===== config.mk =====
export PLATFORM = sky130hd
export DESIGN_NAME = escaped_quoted_tokeniser
export DESIGN_NICKNAME = d
export VERILOG_FILES = /design/src/rtl/core/etq_pkg.sv /design/src/rtl/core/etq_front.sv /design/src/rtl/core/etq_queue.sv /design/src/rtl/core/etq_back.sv /design/src/rtl/core/escaped_quoted_tokeniser.sv
export SDC_FILE = /design/constraint.sdc
export NUM_CORES = 1
export LEC_CHECK = 0
export BUFFER_PORTS_ARGS = -buffer_cell sky130_fd_sc_hd__buf_2
export CORE_MARGIN = 3
export CORE_UTILIZATION = 58
export CTS_CLUSTER_DIAMETER = 100
export DETAILED_ROUTE_END_ITERATION = 16
export GPL_ROUTABILITY_DRIVEN = 0
export GPL_TIMING_DRIVEN = 0
export PLACE_DENSITY = 0.85
export SYNTH_ARGS = -nofsm -noshare
export SYNTH_HDL_FRONTEND = slang
export SYNTH_SLANG_ARGS = --single-unit

===== constraint.sdc =====
create_clock -name clk -period 2.96 [get_ports clk]
set_clock_uncertainty 0.1 [all_clocks]
set_input_delay 0.296 -clock clk [delete_from_list [all_inputs] [get_ports clk]]
set_output_delay 0.296 -clock clk [all_outputs]
set_load 0.005 [all_outputs]

===== src/rtl/core/etq_pkg.sv =====
// Shared types and constants for the escaped/quoted tokenizer.
`default_nettype none

package etq_pkg;

    // Default slot counts for the character sets
    localparam int DELIM_SLOTS_DEF  = 4;
    localparam int ESCAPE_SLOTS_DEF = 2;
    localparam int QUOTE_SLOTS_DEF  = 2;

    // Register file
    localparam int CFG_IDX_W = 3;

    typedef enum logic [CFG_IDX_W-1:0] {
        CFG_DELIM_SET   = 3'd0,
        CFG_DELIM_SLOTS = 3'd1,
        CFG_ESC_SET     = 3'd2,
        CFG_ESC_SLOTS   = 3'd3,
        CFG_QUOTE_SET   = 3'd4,
        CFG_QUOTE_SLOTS = 3'd5
    } cfg_idx_t;

    localparam int DELIM_CNT_W = 3;
    localparam int ESC_CNT_W   = 2;
    localparam int QUOTE_CNT_W = 2;

    localparam logic [7:0] DELIM_CHAR_RST = 8'd32;  // space
    localparam logic [7:0] ESC_CHAR_RST   = 8'd92;  // backslash
    localparam logic [7:0] QUOTE_CHAR_RST = 8'd34;  // double quote

    localparam logic [DELIM_CNT_W-1:0] DELIM_CNT_RST = 3'd1;
    localparam logic [ESC_CNT_W-1:0]   ESC_CNT_RST   = 2'd1;
    localparam logic [QUOTE_CNT_W-1:0] QUOTE_CNT_RST = 2'd1;

    // Queue between classifier and token engine
    localparam int QUEUE_DEPTH = 2;

    // Classified byte as it travels from front to back
    typedef struct packed {
        logic [7:0] ch;
        logic       last;
        logic       is_esc;
        logic       is_quote;
        logic       is_delim;
    } etq_item_t;

endpackage

`default_nettype wire


===== src/rtl/core/etq_front.sv =====
// Front end: configuration registers and byte classification.
`default_nettype none

module etq_front #(
    parameter int DELIM_SLOTS  = 4,
    parameter int ESCAPE_SLOTS = 2,
    parameter int QUOTE_SLOTS  = 2,
    parameter int CFG_W        = 32
) (
    input  wire logic                          clk,
    input  wire logic                          rst_n,
    input  wire logic                          cfg_we,
    input  wire logic [etq_pkg::CFG_IDX_W-1:0] cfg_index,
    input  wire logic [CFG_W-1:0]              cfg_wdata,
    input  wire logic                          in_valid,
    output logic                               in_ready,
    input  wire logic [7:0]                    in_char,
    input  wire logic                          string_end,
    input  wire logic                          q_full,
    output logic                               q_push,
    output etq_pkg::etq_item_t                 q_item
);
    import etq_pkg::*;

    localparam int DW = 8 * DELIM_SLOTS;
    localparam int EW = 8 * ESCAPE_SLOTS;
    localparam int QW = 8 * QUOTE_SLOTS;

    logic [DW-1:0]          delim_set_reg;
    logic [DELIM_CNT_W-1:0] delim_cnt_reg;
    logic [EW-1:0]          esc_set_reg;
    logic [ESC_CNT_W-1:0]   esc_cnt_reg;
    logic [QW-1:0]          quote_set_reg;
    logic [QUOTE_CNT_W-1:0] quote_cnt_reg;

    logic hit_esc;
    logic hit_quote;
    logic hit_delim;

    always_ff @(posedge clk or negedge rst_n)
    begin
        if (!rst_n)
        begin
            delim_set_reg <= {{(DW-8){1'b0}}, DELIM_CHAR_RST};
            delim_cnt_reg <= DELIM_CNT_RST;
            esc_set_reg   <= {{(EW-8){1'b0}}, ESC_CHAR_RST};
            esc_cnt_reg   <= ESC_CNT_RST;
            quote_set_reg <= {{(QW-8){1'b0}}, QUOTE_CHAR_RST};
            quote_cnt_reg <= QUOTE_CNT_RST;
        end
        else if (cfg_we)
        begin
            case (cfg_idx_t'(cfg_index))
                CFG_DELIM_SET:   delim_set_reg <= cfg_wdata[DW-1:0];
                CFG_DELIM_SLOTS: delim_cnt_reg <= cfg_wdata[DELIM_CNT_W-1:0];
                CFG_ESC_SET:     esc_set_reg   <= cfg_wdata[EW-1:0];
                CFG_ESC_SLOTS:   esc_cnt_reg   <= cfg_wdata[ESC_CNT_W-1:0];
                CFG_QUOTE_SET:   quote_set_reg <= cfg_wdata[QW-1:0];
                CFG_QUOTE_SLOTS: quote_cnt_reg <= cfg_wdata[QUOTE_CNT_W-1:0];
                default: ;
            endcase
        end
    end

    // A slot counts only below the programmed count; larger counts saturate
    // naturally at the slot parameter.
    always_comb
    begin
        hit_esc   = 1'b0;
        hit_quote = 1'b0;
        hit_delim = 1'b0;
        for (int i = 0; i < ESCAPE_SLOTS; i++)
        begin
            if (i < int'(esc_cnt_reg) && esc_set_reg[8*i +: 8] == in_char)
                hit_esc = 1'b1;
        end
        for (int i = 0; i < QUOTE_SLOTS; i++)
        begin
            if (i < int'(quote_cnt_reg) && quote_set_reg[8*i +: 8] == in_char)
                hit_quote = 1'b1;
        end
        for (int i = 0; i < DELIM_SLOTS; i++)
        begin
            if (i < int'(delim_cnt_reg) && delim_set_reg[8*i +: 8] == in_char)
                hit_delim = 1'b1;
        end
    end

    assign in_ready = !q_full;
    assign q_push   = in_valid && !q_full;

    // Priority: escape, then quote, then delimiter
    assign q_item.ch       = in_char;
    assign q_item.last     = string_end;
    assign q_item.is_esc   = hit_esc;
    assign q_item.is_quote = !hit_esc && hit_quote;
    assign q_item.is_delim = !hit_esc && !hit_quote && hit_delim;

endmodule

`default_nettype wire


===== src/rtl/core/etq_queue.sv =====
// Short queue of classified bytes between front and back.
`default_nettype none

module etq_queue (
    input  wire logic               clk,
    input  wire logic               rst_n,
    input  wire logic               push,
    input  wire etq_pkg::etq_item_t push_item,
    output logic                    full,
    output logic                    pop_valid,
    input  wire logic               pop_ready,
    output etq_pkg::etq_item_t      pop_item
);
    import etq_pkg::*;

    localparam int PTR_W = (QUEUE_DEPTH > 1) ? $clog2(QUEUE_DEPTH) : 1;
    localparam int CNT_W = $clog2(QUEUE_DEPTH + 1);

    etq_item_t         mem [QUEUE_DEPTH];
    logic [PTR_W-1:0]  wr_ptr_reg;
    logic [PTR_W-1:0]  rd_ptr_reg;
    logic [CNT_W-1:0]  count_reg;
    logic              pop;

    assign full      = (count_reg == CNT_W'(QUEUE_DEPTH));
    assign pop_valid = (count_reg != '0);
    assign pop       = pop_valid && pop_ready;
    assign pop_item  = mem[rd_ptr_reg];

    always_ff @(posedge clk)
    begin
        if (push)
            mem[wr_ptr_reg] <= push_item;
    end

    always_ff @(posedge clk or negedge rst_n)
    begin
        if (!rst_n)
        begin
            wr_ptr_reg <= '0;
            rd_ptr_reg <= '0;
            count_reg  <= '0;
        end
        else
        begin
            if (push)
                wr_ptr_reg <= (wr_ptr_reg == PTR_W'(QUEUE_DEPTH - 1)) ? '0 : wr_ptr_reg + 1'b1;
            if (pop)
                rd_ptr_reg <= (rd_ptr_reg == PTR_W'(QUEUE_DEPTH - 1)) ? '0 : rd_ptr_reg + 1'b1;
            if (push && !pop)
                count_reg <= count_reg + 1'b1;
            else if (pop && !push)
                count_reg <= count_reg - 1'b1;
        end
    end

endmodule

`default_nettype wire


===== src/rtl/core/etq_back.sv =====
// Back end: token state machine and output register.
`default_nettype none

module etq_back (
    input  wire logic               clk,
    input  wire logic               rst_n,
    input  wire logic               q_valid,
    output logic                    q_ready,
    input  wire etq_pkg::etq_item_t q_item,
    output logic                    out_valid,
    input  wire logic               out_ready,
    output logic [7:0]              out_char,
    output logic                    char_valid,
    output logic                    token_end
);
    import etq_pkg::*;

    logic in_escape_reg, in_escape_next;
    logic in_quote_reg,  in_quote_next;
    logic open_reg,      open_next;
    logic seen_reg,      seen_next;

    logic       out_valid_reg;
    logic [7:0] out_char_reg;
    logic       char_valid_reg;
    logic       token_end_reg;

    logic take;
    logic emit;
    logic fin;

    assign q_ready = !out_valid_reg || out_ready;
    assign take    = q_valid && q_ready;

    always_comb
    begin
        in_escape_next = in_escape_reg;
        in_quote_next  = in_quote_reg;
        open_next      = open_reg;
        seen_next      = seen_reg;
        emit           = 1'b0;
        fin            = 1'b0;

        // Leading or repeated delimiters outside a token are skipped
        if (open_reg || !q_item.is_delim)
        begin
            open_next = 1'b1;
            seen_next = 1'b1;
            if (q_item.is_esc)
            begin
                if (in_escape_reg)
                begin
                    emit           = 1'b1;
                    in_escape_next = 1'b0;
                end
                else
                begin
                    emit           = in_quote_reg;
                    in_escape_next = 1'b1;
                end
            end
            else if (q_item.is_quote)
            begin
                if (in_escape_reg)
                begin
                    emit           = 1'b1;
                    in_escape_next = 1'b0;
                end
                else
                    in_quote_next = !in_quote_reg;
            end
            else if (q_item.is_delim)
            begin
                if (in_escape_reg || in_quote_reg)
                begin
                    emit           = 1'b1;
                    in_escape_next = 1'b0;
                end
                else
                begin
                    fin       = 1'b1;
                    open_next = 1'b0;
                end
            end
            else
            begin
                emit           = 1'b1;
                in_escape_next = 1'b0;
            end
        end

        // String end closes an open token, or gives the empty token when
        // nothing was opened at all.
        if (q_item.last)
        begin
            if (open_next || !seen_next)
                fin = 1'b1;
            in_escape_next = 1'b0;
            in_quote_next  = 1'b0;
            open_next      = 1'b0;
            seen_next      = 1'b0;
        end
    end

    always_ff @(posedge clk or negedge rst_n)
    begin
        if (!rst_n)
        begin
            in_escape_reg <= 1'b0;
            in_quote_reg  <= 1'b0;
            open_reg      <= 1'b0;
            seen_reg      <= 1'b0;
            out_valid_reg <= 1'b0;
        end
        else
        begin
            if (out_ready)
                out_valid_reg <= 1'b0;
            if (take)
            begin
                in_escape_reg <= in_escape_next;
                in_quote_reg  <= in_quote_next;
                open_reg      <= open_next;
                seen_reg      <= seen_next;
                if (emit || fin)
                    out_valid_reg <= 1'b1;
            end
        end
    end

    always_ff @(posedge clk)
    begin
        if (take && (emit || fin))
        begin
            out_char_reg   <= emit ? q_item.ch : 8'd0;
            char_valid_reg <= emit;
            token_end_reg  <= fin;
        end
    end

    assign out_valid  = out_valid_reg;
    assign out_char   = out_char_reg;
    assign char_valid = char_valid_reg;
    assign token_end  = token_end_reg;

endmodule

`default_nettype wire


===== src/rtl/core/escaped_quoted_tokeniser.sv =====
// Top level of the escaped/quoted delimiter tokenizer.
//
// Input channel (in_valid/in_ready): one beat per string byte, in_char plus
// string_end on the final byte. Output channel (out_valid/out_ready): zero or
// one beat per input byte, carrying out_char/char_valid/token_end; out_char is
// zero when char_valid is low. A beat may carry a byte and a token end at once.
// Throughput: one byte per cycle while the queue has room and the output does
// not stall. An accepted byte is written into the queue, then taken from the
// queue into the output register, which presents its result. Configuration:
// cfg_we/cfg_index/cfg_wdata write one register per edge. The user must write
// only while no byte is in flight; the block itself does not enforce this.
// Indexes: delimiter set, delimiter slots, escape set, escape slots, quote
// set, quote slots; others are ignored.
// Reset: sets revert to space, backslash and double quote with one slot each;
// all token state and the queue clear. When out_ready is low the output beat
// holds; the queue keeps taking bytes until it fills, then in_ready drops.
`default_nettype none

module escaped_quoted_tokeniser #(
    parameter int DELIM_SLOTS  = etq_pkg::DELIM_SLOTS_DEF,
    parameter int ESCAPE_SLOTS = etq_pkg::ESCAPE_SLOTS_DEF,
    parameter int QUOTE_SLOTS  = etq_pkg::QUOTE_SLOTS_DEF,
    localparam int CFG_W = 8 * ((DELIM_SLOTS >= ESCAPE_SLOTS && DELIM_SLOTS >= QUOTE_SLOTS)
                                ? DELIM_SLOTS
                                : ((ESCAPE_SLOTS >= QUOTE_SLOTS) ? ESCAPE_SLOTS
                                                                 : QUOTE_SLOTS))
) (
    input  wire logic                          clk,
    input  wire logic                          rst_n,
    input  wire logic                          cfg_we,
    input  wire logic [etq_pkg::CFG_IDX_W-1:0] cfg_index,
    input  wire logic [CFG_W-1:0]              cfg_wdata,
    input  wire logic                          in_valid,
    output logic                               in_ready,
    input  wire logic [7:0]                    in_char,
    input  wire logic                          string_end,
    output logic                               out_valid,
    input  wire logic                          out_ready,
    output logic [7:0]                         out_char,
    output logic                               char_valid,
    output logic                               token_end
);
    import etq_pkg::*;

    logic      q_full;
    logic      q_push;
    etq_item_t push_item;
    logic      q_valid;
    logic      q_ready;
    etq_item_t pop_item;

    etq_front #(
        .DELIM_SLOTS  (DELIM_SLOTS),
        .ESCAPE_SLOTS (ESCAPE_SLOTS),
        .QUOTE_SLOTS  (QUOTE_SLOTS),
        .CFG_W        (CFG_W)
    ) u_front (
        .clk        (clk),
        .rst_n      (rst_n),
        .cfg_we     (cfg_we),
        .cfg_index  (cfg_index),
        .cfg_wdata  (cfg_wdata),
        .in_valid   (in_valid),
        .in_ready   (in_ready),
        .in_char    (in_char),
        .string_end (string_end),
        .q_full     (q_full),
        .q_push     (q_push),
        .q_item     (push_item)
    );

    etq_queue u_queue (
        .clk       (clk),
        .rst_n     (rst_n),
        .push      (q_push),
        .push_item (push_item),
        .full      (q_full),
        .pop_valid (q_valid),
        .pop_ready (q_ready),
        .pop_item  (pop_item)
    );

    etq_back u_back (
        .clk        (clk),
        .rst_n      (rst_n),
        .q_valid    (q_valid),
        .q_ready    (q_ready),
        .q_item     (pop_item),
        .out_valid  (out_valid),
        .out_ready  (out_ready),
        .out_char   (out_char),
        .char_valid (char_valid),
        .token_end  (token_end)
    );

    // No empty result beats
    a_beat_not_empty: assert property (@(posedge clk) disable iff (!rst_n)
        out_valid |-> (char_valid || token_end))
        else $error("result beat with neither byte nor token end");

    // Unused byte field reads zero
    a_char_zero: assert property (@(posedge clk) disable iff (!rst_n)
        (out_valid && !char_valid) |-> (out_char == 8'd0))
        else $error("out_char nonzero without char_valid");

    // Nothing is presented once reset has been seen at an edge
    a_reset_idle: assert property (@(posedge clk)
        !rst_n |=> !out_valid)
        else $error("out_valid during reset");

endmodule

`default_nettype wire


==> results of run 1 <==
-- how the worst min path moves through the flow --
stage,slack (ns),endpoint
finish,0.02,u_queue.wr_ptr_reg
global route,0.03,u_front.quote_set_reg[2]
global placement,0.38,u_queue.count_reg[1]
floorplan,-0.1,u_back.in_escape_reg
CTS,0.007,u_back.out_valid
detailed placement,0.10,u_back.open_reg
-- cells by family (layout without fill, tap and decap cells) --
logic type                 after synthesis  after routing  share of synthesized area [%]
AOI/OAI and AO/OA                       21             21                           3.15
xor gates and xnor gates                69             69                           11.9
adders and majority gates                1              1                          0.237
buffers and inverters                   21            153                           2.86
DFF                                    114            114                           57.4
muxes                                   81             81                           17.3
and+or+nand+nor                         65             65                           7.15
-- per-stage QoR --
stage | instance area (sq um) | cells | power [mW] | util (%) | worst slack, ns
2_1_floorplan | 5290 | 372 | 3.31 | - | 0.518
3_3_place_gp | 5720 | 540 | 3.63 | 65.0 | 0.188
3_5_place_dp | 5750 | 541 | 3.72 | 65.3 | 0.137
4_1_cts | 6750 | 612 | 5.87 | 76.7 | 0.130
5_1_grt | 6750 | 612 | 6.14 | 76.7 | 0.0120
6_report | 6750 | 612 | 5.88 | 76.7 | 0.199
-- power by group --
part	total (mW)	switching [mW]	internal (mW)
Sequential	2.42	0.271	2.15
Combinational	1.38	0.718	0.658
Clock	2.09	0.780	1.31
-- worst max-delay path: stages (launching register included) --
cell and delay (ns):
edfxtp_1 0.43, or2_2 0.31, o32a_1 0.21, o31ai_4 0.22, nor2_1 0.11, nor3_1 0.99
-- final cells by class --
cell class                 count  area, sq um  area share, %
clock buffer                  17          414           6.13
timing repair buffer         100          721           10.7
inverter                       5         18.8          0.278
buffer                        16          133           1.96
multi-input combinational    237         2100           31.1
tap                          108          135           2.00
sequential                   114         3040           44.9
clock inverter                15          198           2.93
-- cell usage after synthesis, types with 2 or more instances --
library cell  number
dfrtp_1           70
mux2_2            49
xor2_1            41
edfxtp_1          34
xnor2_1           26
mux2_1            22
nor2_1            18
dfstp_2           10
mux2i_1            9
nor3_1             9
nand4_1            8
buf_6              7
nor4_1             6
inv_1              5
a21oi_1            4
buf_2              4
buf_4              4
nand2_1            4
nand2b_1           4
nand3_1            3
o21ai_0            3
a21o_1             2
nand4b_1           2
nor3b_4            2
o21ai_1            2
or4_1              2
-- routing by layer --
metal	GRT usage [%]	vias to the layer above	share of wire [%]
met1	31.7	1757	42
li1	-	1567	-
met4	8.18	2	1.1
met3	6.20	18	4.5
met2	43.0	120	52
met5	0	-	0.11
-- repair_timing --
item	CTS	global route
hold buffers	39	0
resized for setup	0	0
hold endpoints to repair	143	0
==> run_results.csv, run 1 <==
group,metric,value,unit
outcome,status,"completed",
layout,diodes,0,
synthesis,yosys.area.top_type,"dfrtp_1",
critical_path,end_kind,"flip-flop",
timing,hold_viol,0,
global_routing,grt_max_degree,63,
synthesis,ys_warn_count,0,
die,fp.dieH,101,um
cts,htreeDepth,4,
global_routing,grt_pass1_wl,19300,um
routing,via_count,3464,
min_path,hold_path.class,"input port to flip-flop",
synthesis,async_flop_share,70.2,%
timing,clock.fmax,362,MHz
critical_path,startpoint,"u_queue.mem[0][2]",
timing,whs,0.0219,ns
timing,fin_crit_sh,93.3,%
cts,cts_setup_buffers,0,
synthesis,synth_ff_type,"dfrtp_1",
critical_path,r2r-start,"u_queue.mem[0][2]",
power_and_ir_drop,power.leakage,2.84,nW
global_routing,grt_usage,25.2,%
cts,cts_buffers,17,
min_path,hold_depth,3,
cts,clock_latency,0.50,ns
critical_path,startpoint_type,"flip-flop",
power_and_ir_drop,p_per_area,871,nW/um^2
layout,syn_to_final_growth,27.8,%
synthesis,synthTopCellsByArea,"dfrtp_1 (33%), edfxtp_1 (19%), mux2_2 (10%)",
die,rows,34,
placement,io_buffers,60,
global_routing,grt_pass1_vias,3651,
timing,maxSlewViolCount,0,
routing,routedWlPerCell,19.8,um
cts,clk_pin_slew,0.06,ns
routing,drt_iter0_markers,170,
synthesis,syn_avg_cell_area,14.2,sq um
die,start_util,60.0,%
layout,final_cell_mix,"dfrtp_1 (70), buf_2 (63), mux2_2 (49), xor2_1 (41), dlygate4sd3_1 (39)",
min_path,holdCritStartpoint,"in_valid",
synthesis,synthesis.nets,422,
timing,fin_crit,2.76,ns
timing,setup_viol,0,
critical_path,arrival,2.77,ns
critical_path,ff2ff_path_depth,5,
critical_path,critPathKind,"flip-flop to flip-flop",
cts,clock_sinks,114,
timing,worst_slew_pin_slew,1.25,ns
timing,max_slew_margin,16.4,%
die,die_area,10300,sq um
synthesis,ys_seq_area_share,57.4,%
die,core,8810,sq um
placement,place_hpwl,7450,um
layout,drive_above_1_share,35.5,%
critical_path,critical_path.max_fanout,10,
cts,cts_tree,"built",
critical_path,critPathCapture,"u_back.out_char[7]",
routing,wl,12100,um
synthesis,synth-seq-cells,114,
routing,viasPerCell,5.66,
die,dieWidth,101,um
synthesis,synth-edff-count,34,
critical_path,r2r_slack,0.20,ns
critical_path,r2r-end,"u_back.out_char[7]",
routing,drcViolationCount,0,
critical_path,cp.required,2.97,ns
layout,num-fill-cells,486,
synthesis,synthesis.instances,372,
synthesis,yosysUniqueCellTypes,48,
synthesis,synth_area,5290,sq um
routing,drtAntennaViolNets,0,
die,io_pins,61,
synthesis,synth_top_cell_area_share,33.1,%
timing,fin_tns_setup,0,ns
cts,root_buffer,"clkbuf_8",
global_routing,grt_overflow_total,0,
cts,clock_path_buffers,2,
layout,final_net_count,541,
routing,drtPass1Iterations,4,
layout,largest_reg_flops,32,
layout,layout_commonest_cell,"dfrtp_1",
timing,grt_setup_unrepaired,"no",
global_routing,antenna_found_initial,1,
run,maxCapViolCount,0,
power_and_ir_drop,peakVddDrop,0.498,mV
Note: power is estimated with default switching activity, not from simulation.
==> inputs of run 2 (changes only) <==
- PLACE_DENSITY: 0.85 -> unset
- PLACE_DENSITY_LB_ADDON: unset -> 0.1
==> run_results.csv, run 2 (synthesis results as in run 1) <==
group,metric,value,unit
outcome,status,"completed",
cts,cts_buffers,17,
routing,routedWlPerCell,18.0,um
die,die_area,10300,sq um
die,fp.dieH,101,um
timing,fin_tns_setup,0,ns
global_routing,grt_overflow_total,0,
routing,drtPass1Iterations,4,
routing,via_count,3319,
critical_path,critical_path.max_fanout,7,
placement,io_buffers,60,
timing,fin_crit,2.47,ns
layout,num-fill-cells,561,
layout,diodes,0,
routing,wl,11100,um
power_and_ir_drop,peakVddDrop,0.508,mV
timing,worst_slew_pin_slew,0.990,ns
global_routing,grt_pass1_wl,17900,um
cts,root_buffer,"clkbuf_8",
cts,clk_pin_slew,0.06,ns
cts,clock_path_buffers,2,
power_and_ir_drop,power.leakage,2.84,nW
layout,drive_above_1_share,34.1,%
routing,drtAntennaViolNets,0,
cts,clock_latency,0.50,ns
cts,htreeDepth,4,
placement,place_hpwl,7270,um
placement,place_area,5750,sq um
layout,layout_commonest_cell,"dfrtp_1",
timing,grt_setup_unrepaired,"no",
placement,pre_cts_slack,0.129,ns
cts,ctsResizeCount,0,
layout,final_net_count,545,
die,dieWidth,101,um
critical_path,arrival,2.58,ns
global_routing,grt_usage,23.2,%
timing,fin_ws,0.487,ns
routing,drt_iter0_markers,92,
min_path,hold_path.class,"input port to flip-flop",
cts,clock_sinks,114,
critical_path,end_kind,"flip-flop",
critical_path,startpoint_type,"flip-flop",
timing,setup_viol,0,
global_routing,grt_max_degree,74,
global_routing,antenna_found_initial,0,
timing,max_slew_margin,33.8,%
routing,viasPerCell,5.39,
timing,clock.fmax,404,MHz
placement,placedCellCount,541,
timing,maxSlewViolCount,0,
timing,whs,0.0289,ns
global_routing,grt_pass1_vias,3596,
timing,fin_crit_sh,83.5,%
timing,hold_viol,0,
cts,cts_tree,"built",
layout,final_cell_area,6720,sq um
run,maxCapViolCount,0,
layout,final_cell_mix,"dfrtp_1 (70), buf_2 (64), mux2_2 (49), dlygate4sd3_1 (42), xor2_1 (41)",
die,start_util,60.0,%
die,rows,34,
power_and_ir_drop,p_per_area,830,nW/um^2
layout,final_util,76.3,%
die,core,8810,sq um
die,io_pins,61,
critical_path,critPathKind,"flip-flop to flip-flop",
layout,largest_reg_flops,32,
routing,drcViolationCount,0,
layout,final_cells,616,
power_and_ir_drop,power,5.58,mW
critical_path,cp.required,3.07,ns
layout,syn_to_final_growth,27.1,%
-- run 2: area by class of cell --
type                       instances  area [sq um]  area share [%]
buffer                            16           133            1.97
inverter                           5          18.8           0.279
clock buffer                      26           489            7.28
multi-input combinational        237          2100            31.2
timing repair buffer             104           756            11.2
sequential                       114          3040            45.2
clock inverter                     6          53.8           0.801
tap                              108           135            2.01
-- run 2: report_power, final --
group / total, mW / internal [mW] / switching (mW)
Sequential: 2.39 / 2.14 / 0.246
Combinational: 1.33 / 0.668 / 0.659
Clock: 1.86 / 1.20 / 0.661
Total: 5.58 / 4.01 / 1.57
-- run 2: repair_timing --
action / in CTS / in global routing
hold endpoints to repair: 149 / 0
hold buffers: 42 / 0
buffers inserted: 0 / 0
-- run 2: worst paths after layout --
path | start | to | slack [ns] | depth (start not counted)
setup / recovery | u_queue.mem[0][2] | u_back.out_char[5] | 0.49 | 6
hold / removal | cfg_wdata[0] | u_front.quote_set_reg[0] | 0.03 | 2
setup reg to reg | u_queue.mem[0][2] | u_back.out_char[5] | 0.49 | 6
hold reg to reg | u_queue.count_reg[1] | u_queue.count_reg[1] | 0.39 | 1
max in group asynchronous | rst_n | u_front.quote_cnt_reg[0] | 2.07 | 3
min in group asynchronous | rst_n | u_back.open_reg | 0.07 | 2
-- run 2: routing by layer --
metal,share of wire (%),wire (um),GRT usage [%],vias to the layer above
met1,43,4820,27.5,1677
met2,53,5890,42.1,59
met4,1.1,123,7.46,0
met3,2.2,247,4.75,12
met5,0,0,0,-
li1,-,-,-,1571
-- run 2: worst max-delay path: stages (launching register included) --
cell	delay, ns
edfxtp_1	0.42
or2_2	0.32
o32a_1	0.21
o31ai_4	0.23
nor2_1	0.11
nor3_1	0.49
buf_2	0.29
==> inputs of run 3 (changes only) <==
- clock period: 2.96 -> 2.4 ns (I/O delays scaled with it)
==> run_results.csv, run 3 (synthesis results as in run 1) <==
group,metric,value,unit
routing,drt_iter0_markers,134,
cts,root_buffer,"clkbuf_8",
layout,final_net_count,546,
routing,routedWlPerCell,18.3,um
critical_path,cp.required,2.45,ns
die,fp.dieH,101,um
placement,place_hpwl,7350,um
run,maxCapViolCount,0,
critical_path,max_stage_delay,0.46,ns
timing,hold_viol,0,
global_routing,antenna_found_initial,0,
layout,num-fill-cells,547,
power_and_ir_drop,p_per_area,1040,nW/um^2
routing,drcViolationCount,0,
layout,largest_reg_flops,32,
critical_path,arrival,2.31,ns
global_routing,grt_usage,24.3,%
outcome,status,"completed",
cts,cts_tree,"built",
timing,maxSlewViolCount,0,
cts,clock_path_buffers,2,
routing,wl,11300,um
global_routing,grt_pass1_wl,18300,um
layout,syn_to_final_growth,28.3,%
layout,layout_commonest_cell,"dfrtp_1",
global_routing,grt_overflow_total,0,
die,core,8810,sq um
die,start_util,60.0,%
critical_path,slowest_stage,"nor3_4",
timing,fin_ws,0.136,ns
routing,drtPass1Iterations,4,
routing,drtAntennaViolNets,0,
power_and_ir_drop,power.leakage,2.87,nW
timing,worst_slew_pin_slew,0.960,ns
timing,fin_tns_setup,0,ns
timing,clock.fmax,442,MHz
critical_path,critPathKind,"flip-flop to flip-flop",
power_and_ir_drop,peakVddDrop,0.642,mV
die,io_pins,61,
critical_path,path_cells,"or2_2, o32a_1, o31ai_4, nor2_1, nor3_4",
timing,fin_crit,2.26,ns
placement,pre_cts_slack,-0.00820,ns
timing,grt_setup_unrepaired,"no",
cts,clock_latency,0.52,ns
cts,clk_pin_slew,0.06,ns
die,dieWidth,101,um
layout,drive_above_1_share,35.2,%
cts,cts_buffers,17,
min_path,hold_path.class,"input port to flip-flop",
cts,clock_sinks,114,
cts,htreeDepth,4,
routing,via_count,3359,
die,rows,34,
timing,setup_viol,0,
placement,io_buffers,60,
timing,fin_crit_sh,94.3,%
layout,diodes,0,
layout,final_cell_mix,"dfrtp_1 (70), buf_2 (63), mux2_2 (49), dlygate4sd3_1 (44), xor2_1 (41)",
routing,viasPerCell,5.44,
die,die_area,10300,sq um
critical_path,end_kind,"flip-flop",
timing,max_slew_margin,35.8,%
global_routing,grt_max_degree,52,
critical_path,startpoint_type,"flip-flop",
global_routing,grt_pass1_vias,3546,
critical_path,critical_path.max_fanout,10,
## run 3: cell count changes in the layout (fill, tap and decap cells not counted)
cell           delta
bufinv_16         -1
dlygate4sd3_1     +2
clkinv_4          +1
inv_4             +1
clkinvlp_4        +1
nor3_4            +1
buf_2             -1
clkinv_1          -1
clkbuf_1          -5
clkbuf_8          +3
nor3_1            -1
clkbuf_16         +1
## run 3: area by class of cell
cell class	instances	area (sq um)	area share, %
clock inverter	7	42.5	0.627
timing repair buffer	105	771	11.4
multi-input combinational	237	2110	31.1
inverter	5	18.8	0.277
sequential	114	3040	44.8
tap	108	135	1.99
buffer	16	133	1.96
clock buffer	25	537	7.91
## run 3: repair_timing
action                                 4_1_cts  5_1_grt
setup buffers                                0        0
setup endpoints to repair                   10        0
hold buffers                                44        0
endpoints found under the hold margin      165        0
gates resized for setup                      1        0
## run 3: worst paths after layout
| kind | from | end | slack [ns] | cells after the start |
|---|---|---|---|---|
| worst max-delay path | u_queue.mem[0][2] | u_back.out_char[0] | 0.14 | 5 |
| worst min register to register | u_queue.count_reg[1] | u_queue.count_reg[1] | 0.39 | 1 |
| worst min-delay path | cfg_index[0] | u_front.quote_cnt_reg[1] | 0.06 | 3 |
| min in group asynchronous | rst_n | u_front.delim_set_reg[29] | 0.11 | 2 |
| worst max register to register | u_queue.mem[0][2] | u_back.out_char[0] | 0.14 | 5 |
| max in group asynchronous | rst_n | u_front.quote_cnt_reg[0] | 1.44 | 3 |
## run 3: metrics by stage
step / util (%) / total power, mW / hold WS (ns) / instance area [sq um] / cells
6_report: 77.0 / 7.03 / 0.0566 / 6780 / 617
5_1_grt: 77.0 / 7.39 / 0.0656 / 6780 / 617
4_1_cts: 77.0 / 7.06 / 0.0336 / 6780 / 617
3_5_place_dp: 65.4 / 4.58 / 0.110 / 5760 / 541
3_3_place_gp: 65.0 / 4.49 / 0.337 / 5730 / 540
2_1_floorplan: - / 4.09 / -0.156 / 5290 / 372
## run 3: per-layer routing
layer	part of all wire, %	wire length (um)	global-route usage [%]	vias up
met3	3.7	421	7.16	21
met4	2.1	235	9.10	0
met1	41	4600	28.6	1687
met5	0	0	0	-
met2	53	6030	42.1	73
li1	-	-	-	1578
## run 3: report_power, final
| part | switching (mW) | internal [mW] | leakage (nW) |
|---|---|---|---|
| combinational | 0.853 | 0.829 | 1.31 |
| sequential | 0.319 | 2.64 | 1.27 |
| clock | 0.858 | 1.52 | 0.291 |
| total | 2.03 | 5.00 | 2.87 |
## run 3: critical path, delay by kind of cell (launching register included)
kind / cells / cell delay (ns)
flops: 1 / 0.42
simple gates: 3 / 0.92
compound gates: 2 / 0.45
